$ cat src/rtl/core/sfcpq_pkg.sv
// Shared types and constants for the stable four-class priority queue.
package sfcpq_pkg;

  // Operation codes carried in the input beat.
  localparam logic OP_INSERT = 1'b0;
  localparam logic OP_REMOVE = 1'b1;

  // Result status codes.
  localparam logic [1:0] STATUS_DONE  = 2'd0;
  localparam logic [1:0] STATUS_FULL  = 2'd1;
  localparam logic [1:0] STATUS_EMPTY = 2'd2;

  // Stored class codes are the class number minus one, so they fit two bits.
  localparam logic [1:0] CLS_AGED_AGGR  = 2'd0;
  localparam logic [1:0] CLS_YOUNG_AGGR = 2'd1;
  localparam logic [1:0] CLS_AGED_ONLY  = 2'd2;
  localparam logic [1:0] CLS_OTHER      = 2'd3;

  localparam logic [7:0] THRESHOLD_RESET = 8'd60;

  typedef struct packed {
    logic        operation;
    logic [15:0] patient_tag;
    logic [7:0]  age;
    logic        aggravated;
  } in_t;

  typedef struct packed {
    logic [1:0]  status;
    logic [15:0] out_tag;
    logic [7:0]  out_age;
    logic        out_aggravated;
    logic [2:0]  out_class;
  } out_t;

  typedef struct packed {
    logic [15:0] tag;
    logic [7:0]  age;
    logic        aggr;
    logic [1:0]  cls;
  } entry_t;

endpackage

$ cat src/rtl/core/sfcpq_ram.sv
// Generic single-write, single-read RAM with a registered read port.
module sfcpq_ram #(
  parameter int WIDTH = 27,
  parameter int DEPTH = 16
) (
  input  logic                                    clk,
  input  logic                                    wr_en,
  input  logic [(DEPTH > 1 ? $clog2(DEPTH) : 1)-1:0] wr_addr,
  input  logic [WIDTH-1:0]                        wr_data,
  input  logic [(DEPTH > 1 ? $clog2(DEPTH) : 1)-1:0] rd_addr,
  output logic [WIDTH-1:0]                        rd_data
);

  logic [WIDTH-1:0] mem [DEPTH];

  always_ff @(posedge clk) begin
    if (wr_en) begin
      mem[wr_addr] <= wr_data;
    end
    rd_data <= mem[rd_addr];
  end

endmodule

$ cat src/rtl/core/stable_four_class_priority_queue.sv
// Top level of the stable four-class priority queue: sequencer, pointers and entry RAM.
//
//   Channel  Ports                         Handshake
//   -------  ----------------------------  -----------------------------------------
//   input    start, busy, in_data          beat taken at an edge with start & !busy
//   result   out_strobe, out_data          beat shown for one cycle, cannot stall
//   config   cfg_wr_en, cfg_wr_data        threshold written at an edge with enable
//
// A remove from a non-empty queue holds busy through the pop state. An insert into an
// empty queue and a refused beat do not raise busy at all. An insert into a non-empty
// queue holds busy while each stored entry of a less urgent class moves back one place,
// then while the new entry is written; each move is one read and one write through the
// single read port of the entry RAM. The result beat appears in the first cycle with
// busy low after the accepting edge, which is the very next cycle for a beat that never
// raises busy. Reset (rst_n low at a clock edge) empties the queue and loads the
// threshold with 60; the RAM itself is not cleared, since only slots between the head
// and tail pointers are ever read.
module stable_four_class_priority_queue
  import sfcpq_pkg::*;
#(
  parameter int CAPACITY = 16
) (
  input  logic       clk,
  input  logic       rst_n,
  input  logic       start,
  output logic       busy,
  input  in_t        in_data,
  output logic       out_strobe,
  output out_t       out_data,
  input  logic       cfg_wr_en,
  input  logic [7:0] cfg_wr_data
);

  localparam int IDX_W = (CAPACITY > 1) ? $clog2(CAPACITY) : 1;
  localparam int CNT_W = $clog2(CAPACITY + 1) > 0 ? $clog2(CAPACITY + 1) : 1;
  localparam logic [IDX_W-1:0] IDX_LAST = IDX_W'(CAPACITY - 1);
  localparam logic [CNT_W-1:0] CNT_FULL = CNT_W'(CAPACITY);

  // Sequencer states.
  localparam logic [2:0] ST_IDLE    = 3'd0;
  localparam logic [2:0] ST_POP     = 3'd1;
  localparam logic [2:0] ST_INS_RD  = 3'd2;
  localparam logic [2:0] ST_INS_CMP = 3'd3;
  localparam logic [2:0] ST_INS_PUT = 3'd4;

  // The store is a ring in the RAM: head_r is the most urgent slot, the oldest of its
  // class, and tail_r the first free slot. Entries between them are kept sorted by class.
  logic [2:0]       state_r, state_nxt;
  logic [IDX_W-1:0] head_r, head_nxt;
  logic [IDX_W-1:0] tail_r, tail_nxt;
  logic [CNT_W-1:0] count_r, count_nxt;
  logic [IDX_W-1:0] cur_r, cur_nxt;
  logic [CNT_W-1:0] rem_r, rem_nxt;
  entry_t           new_entry_r, new_entry_nxt;
  logic [7:0]       thr_r, thr_nxt;
  logic             out_valid_r, out_valid_nxt;
  out_t             out_r, out_nxt;

  logic             wr_en;
  logic [IDX_W-1:0] wr_addr;
  entry_t           wr_data;
  logic [IDX_W-1:0] rd_addr;
  logic [$bits(entry_t)-1:0] rd_raw;
  entry_t           rd_entry;
  entry_t           in_entry;
  logic             aged;

  function automatic logic [IDX_W-1:0] idx_next(input logic [IDX_W-1:0] p);
    return (p == IDX_LAST) ? '0 : p + IDX_W'(1);
  endfunction

  function automatic logic [IDX_W-1:0] idx_prev(input logic [IDX_W-1:0] p);
    return (p == '0) ? IDX_LAST : p - IDX_W'(1);
  endfunction

  sfcpq_ram #(
    .WIDTH ($bits(entry_t)),
    .DEPTH (CAPACITY)
  ) u_ram (
    .clk     (clk),
    .wr_en   (wr_en),
    .wr_addr (wr_addr),
    .wr_data (wr_data),
    .rd_addr (rd_addr),
    .rd_data (rd_raw)
  );

  assign rd_entry = entry_t'(rd_raw);

  // In idle the read port looks at the head so that a remove finds it registered
  // in the pop state; during an insert it looks at the slot just ahead of the hole.
  assign rd_addr = (state_r == ST_IDLE) ? head_r : idx_prev(cur_r);

  // Class of the incoming beat, from the age threshold and the flag.
  always_comb begin
    aged              = (in_data.age >= thr_r);
    in_entry.tag      = in_data.patient_tag;
    in_entry.age      = in_data.age;
    in_entry.aggr     = in_data.aggravated;
    if (aged) begin
      in_entry.cls = in_data.aggravated ? CLS_AGED_AGGR : CLS_AGED_ONLY;
    end else begin
      in_entry.cls = in_data.aggravated ? CLS_YOUNG_AGGR : CLS_OTHER;
    end
  end

  always_comb begin
    state_nxt     = state_r;
    head_nxt      = head_r;
    tail_nxt      = tail_r;
    count_nxt     = count_r;
    cur_nxt       = cur_r;
    rem_nxt       = rem_r;
    new_entry_nxt = new_entry_r;
    thr_nxt       = cfg_wr_en ? cfg_wr_data : thr_r;
    out_valid_nxt = 1'b0;
    out_nxt       = out_r;
    wr_en         = 1'b0;
    wr_addr       = cur_r;
    wr_data       = new_entry_r;

    unique case (state_r)
      ST_IDLE: begin
        if (start) begin
          if (in_data.operation == OP_REMOVE) begin
            if (count_r == '0) begin
              out_valid_nxt  = 1'b1;
              out_nxt        = '0;
              out_nxt.status = STATUS_EMPTY;
            end else begin
              state_nxt = ST_POP;
            end
          end else if (count_r == CNT_FULL) begin
            out_valid_nxt  = 1'b1;
            out_nxt        = '0;
            out_nxt.status = STATUS_FULL;
          end else begin
            new_entry_nxt = in_entry;
            if (count_r == '0) begin
              // Empty queue: the entry goes straight into the free slot.
              wr_en             = 1'b1;
              wr_addr           = tail_r;
              wr_data           = in_entry;
              tail_nxt          = idx_next(tail_r);
              count_nxt         = count_r + CNT_W'(1);
              out_valid_nxt     = 1'b1;
              out_nxt           = '0;
              out_nxt.status    = STATUS_DONE;
              out_nxt.out_class = {1'b0, in_entry.cls} + 3'd1;
            end else begin
              cur_nxt   = tail_r;
              rem_nxt   = count_r;
              state_nxt = ST_INS_RD;
            end
          end
        end
      end

      ST_INS_RD: begin
        state_nxt = ST_INS_CMP;
      end

      ST_INS_CMP: begin
        if (rd_entry.cls > new_entry_r.cls) begin
          // A less urgent entry moves back into the hole.
          wr_en     = 1'b1;
          wr_addr   = cur_r;
          wr_data   = rd_entry;
          cur_nxt   = idx_prev(cur_r);
          rem_nxt   = rem_r - CNT_W'(1);
          state_nxt = (rem_r == CNT_W'(1)) ? ST_INS_PUT : ST_INS_RD;
        end else begin
          wr_en             = 1'b1;
          tail_nxt          = idx_next(tail_r);
          count_nxt         = count_r + CNT_W'(1);
          out_valid_nxt     = 1'b1;
          out_nxt           = '0;
          out_nxt.status    = STATUS_DONE;
          out_nxt.out_class = {1'b0, new_entry_r.cls} + 3'd1;
          state_nxt         = ST_IDLE;
        end
      end

      ST_INS_PUT: begin
        // Every stored entry was less urgent: the new one becomes the head slot.
        wr_en             = 1'b1;
        tail_nxt          = idx_next(tail_r);
        count_nxt         = count_r + CNT_W'(1);
        out_valid_nxt     = 1'b1;
        out_nxt           = '0;
        out_nxt.status    = STATUS_DONE;
        out_nxt.out_class = {1'b0, new_entry_r.cls} + 3'd1;
        state_nxt         = ST_IDLE;
      end

      ST_POP: begin
        out_valid_nxt          = 1'b1;
        out_nxt.status         = STATUS_DONE;
        out_nxt.out_tag        = rd_entry.tag;
        out_nxt.out_age        = rd_entry.age;
        out_nxt.out_aggravated = rd_entry.aggr;
        out_nxt.out_class      = {1'b0, rd_entry.cls} + 3'd1;
        head_nxt               = idx_next(head_r);
        count_nxt              = count_r - CNT_W'(1);
        state_nxt              = ST_IDLE;
      end

      default: begin
        state_nxt = ST_IDLE;
      end
    endcase
  end

  always_ff @(posedge clk) begin
    if (!rst_n) begin
      state_r     <= ST_IDLE;
      head_r      <= '0;
      tail_r      <= '0;
      count_r     <= '0;
      thr_r       <= THRESHOLD_RESET;
      out_valid_r <= 1'b0;
    end else begin
      state_r     <= state_nxt;
      head_r      <= head_nxt;
      tail_r      <= tail_nxt;
      count_r     <= count_nxt;
      thr_r       <= thr_nxt;
      out_valid_r <= out_valid_nxt;
    end
  end

  always_ff @(posedge clk) begin
    cur_r       <= cur_nxt;
    rem_r       <= rem_nxt;
    new_entry_r <= new_entry_nxt;
    out_r       <= out_nxt;
  end

  assign busy       = (state_r != ST_IDLE);
  assign out_strobe = out_valid_r;
  assign out_data   = out_r;

endmodule
$ cat config.mk
export PLATFORM = sky130hd
export DESIGN_NAME = stable_four_class_priority_queue
export DESIGN_NICKNAME = d
export VERILOG_FILES = /design/src/rtl/core/sfcpq_pkg.sv /design/src/rtl/core/sfcpq_ram.sv /design/src/rtl/core/stable_four_class_priority_queue.sv
export SDC_FILE = /design/constraint.sdc
export NUM_CORES = 1
export LEC_CHECK = 0
export BUFFER_PORTS_ARGS = -buffer_cell sky130_fd_sc_hd__clkbuf_2
export CAP_MARGIN = 25
export CORE_ASPECT_RATIO = 0.8
export CORE_MARGIN = 2
export CORE_UTILIZATION = 56
export CTS_CLUSTER_SIZE = 16
export DETAILED_ROUTE_END_ITERATION = 8
export GPL_TIMING_DRIVEN = 0
export PLACE_DENSITY = 0.73
export SKIP_LAST_GASP = 1
export SYNTH_ARGS = -nofsm -noshare
export SYNTH_HDL_FRONTEND = slang
export SYNTH_SLANG_ARGS = --single-unit
$ cat constraint.sdc
create_clock -name clk -period 5 [get_ports clk]
set_input_delay 0.5 -clock clk [delete_from_list [all_inputs] [get_ports clk]]
set_output_delay 0.5 -clock clk [all_outputs]
set_load 0.05 [all_outputs]
==> reports/results.ini <==
[clock_network]
clk_pin_slew_ns = 0.06
root_buffer = clkbuf_16
clkSinkCount = 550
post_cts_buffers = 0
clkLatencyLatePin_ns = 0.59
ctsResizeCount = 0
htreeDepth = 2
numCtsBuffers = 52
ctsHoldBuffers = 0
clk_path_buf_depth = 3
cts_tree = built

[floorplan]
die-area_mm2 = 0.04146
row_count = 65
fp.dieH_um = 182.5
io_pins = 70
start_util_pct = 56.68
coreArea_mm2 = 0.03936
fp.dieW_um = 227.2

[synth]
synth_top_area_cell = edfxtp_1
synth_nets = 1508
synth_compound_area_share_pct = 6.713
synth_fa_ha_area_share_pct = 1.323
async_reset_ff_share_pct = 0
ys_types = 60
netlist_area_mm2 = 0.02231
synth_simple_gate_area_share_pct = 6.774
synth_edf_count = 498
synth_top_family_by_area = multiplexers
synthFlopType = edfxtp_1
synthMuxAreaShare_pct = 10.66
synth_most_common_cell = edfxtp_1
ys_warn_count = 0
synth_xor_area_share_pct = 0.3533
synth-seq-area-share_pct = 71.69
synthTopCellsByCount = edfxtp_1, nand2_1, mux2i_1
avgSynthCellArea_um2 = 15.42
synth-seq-cells = 550
synth_area_leaders = edfxtp_1, mux2i_1, mux2_2
syn_inst = 1447
synth_top_area_share_pct = 67.03

[setup_path]
crit_fanout = 16
reg2reg_from = new_entry_r[0]
rrSetupSlack_ns = 1.18
start_kind = flip-flop
critPathKind = flip-flop to flip-flop
required_ns = 5.29
crit_arrival_ns = 4.11
regToRegEndpoint = u_ram.mem[1][8]
reg2reg_depth = 7
startpoint = new_entry_r[0]
critical_path.endpoint_type = flip-flop

[placement]
io_buffers = 69
pre_cts_slack_ns = 1.312
dp_hpwl_mm = 36.51
gp_congestion = 0.8398

[layout]
nNetsFinal = 1653
regArea_mm2 = 0.01600
multiInputGateArea_mm2 = 0.005889
layout-drive-gt1-share_pct = 20.66
area_growth_syn_to_layout_pct = 15.34
finish.utilization_pct = 65.38
fill_cells = 2757

[status]
run_status = finished, final reports clean

[routing]
drt_iter0_drc = 1483
wl_mm = 56.64
viasPerCell = 6.097
ant_nets = 0
dr.pass1.iters = 5
drcViolationCount = 0
vias = 13250
drt-wirelength-per-cell_um = 26.07

[timing]
setup_ws_ns = 1.181
fin_skew_ns = 0.02086
fin_crit_ns = 3.819
report.final.slew_viol_count = 0
fin_crit_sh_pct = 76.39
rsz0062_at_grt = false
setup_viol = 0
hold_viol = 0
timing.fmax_mhz = 261.8
setup_tns_ns = 0
worstMarginPinSlew_ns = 1.103
slew_headroom_pct = 26.22

[run]
maxCapViolCount = 0

[min_path]
hold-path-cell-count = 1
hp-class = input pin to flip-flop
min_to = new_entry_r[20]
min_from = in_data[18]

[pwr]
irDropWorstVdd_uv = 355.0
p_leak_nw = 8.514
p_per_area_mw_per_mm2 = 547.5

[global_route]
antenna_found_initial = 0
track_usage_pct = 27.66
grt_pass1_vias = 12920
grt.overflow.total = 0
grt_max_degree = 21
grt_pass1_wl_mm = 82.34

-- registers in the layout (all words and copies together), names as in the netlist --
| name | count |
|---|---|
| cur_r | 4 |
| u_ram.mem | 432 |
| out_data | 30 |
| count_r | 5 |
| u_ram.rd_data | 27 |
| rem_r | 5 |
| out_strobe | 1 |
| state_r | 3 |
| head_r | 4 |
| new_entry_r | 27 |
| thr_r | 8 |
| tail_r | 4 |
-- per-stage QoR --
| stage | power [mW] | cells | cell area (um^2) | hold slack [ns] |
|---|---|---|---|---|
| floorplan | 8.587 | 1447 | 22310 | 0.4593 |
| global placement | 9.865 | 2052 | 23330 | 0.4724 |
| detailed placement | 10.05 | 2072 | 23940 | 0.4895 |
| CTS | 14.08 | 2170 | 25710 | 0.08833 |
| global route | 14.58 | 2172 | 25730 | 0.09418 |
| finish | 14.09 | 2173 | 25730 | 0.1047 |
-- cells by family after synthesis --
group | count (synthesis)
AO/OA/AOI/OAI | 207
XOR/XNOR | 9
adder cells (fa/ha/maj) | 23
buffers and inverters | 105
flip-flops | 550
multiplexers | 224
AND/OR/NAND/NOR | 329
-- worst max-delay path, cell delays in order (launching register included) --
cell	delay [ns]
edfxtp_1	0.48
ha_1	0.32
nor2b_1	0.14
nor3_2	0.50
clkbuf_1	0.70
clkbuf_1	0.64
a22oi_1	0.19
nand2_1	0.55
-- layout by cell type (no fill, tap or decap), drive strengths merged, types with 31 or more instances in the layout --
| master | synthesis | layout |
|---|---|---|
| nand2 | 193 | 193 |
| nand4 | 31 | 31 |
| buf | 47 | 69 |
| nor2 | 34 | 34 |
| mux2i | 115 | 115 |
| edfxtp | 498 | 498 |
| dfxtp | 52 | 52 |
| and2 | 31 | 31 |
| mux2 | 109 | 109 |
| o211ai | 114 | 114 |
| clkbuf | 31 | 170 |
-- layer usage --
metal	track usage, %	part of all wire (%)	up-vias
met5	0	0	-
met4	8.758	3.0	0
met3	4.878	9.3	103
met2	43.18	46	687
met1	39.93	41	6635
li1	-	-	5824
-- worst max path at each step --
stage | end | slack, ns | cells after the start
global route | u_ram.mem[1][8] | 1.06 | 8
finish | u_ram.mem[1][8] | 1.18 | 7
floorplan | u_ram.mem[1][0] | 1.86 | 7
detailed placement | u_ram.mem[9][8] | 1.31 | 8
global placement | u_ram.mem[1][13] | 0.06 | 6
CTS | u_ram.mem[9][8] | 1.28 | 8
-- where the power goes --
group          switching (mW)  leakage, nW  internal (mW)
Combinational            2.85         2.69           1.24
Clock                    1.70        0.857           2.39
Sequential              0.173         4.97           5.74
Total                    4.72         8.51           9.37
-- layout make-up --
class / instances / share of cell area (%)
diodes: 1 / 0.009724
repair buffers: 91 / 3.316
plain buffers: 78 / 1.750
flip-flops and latches: 550 / 62.15
clock inverters: 28 / 1.274
inverters: 27 / 0.4035
multi-input cells: 792 / 22.89
well taps: 536 / 2.606
clock buffers: 70 / 5.601
Power figures use the tool's default switching activity.
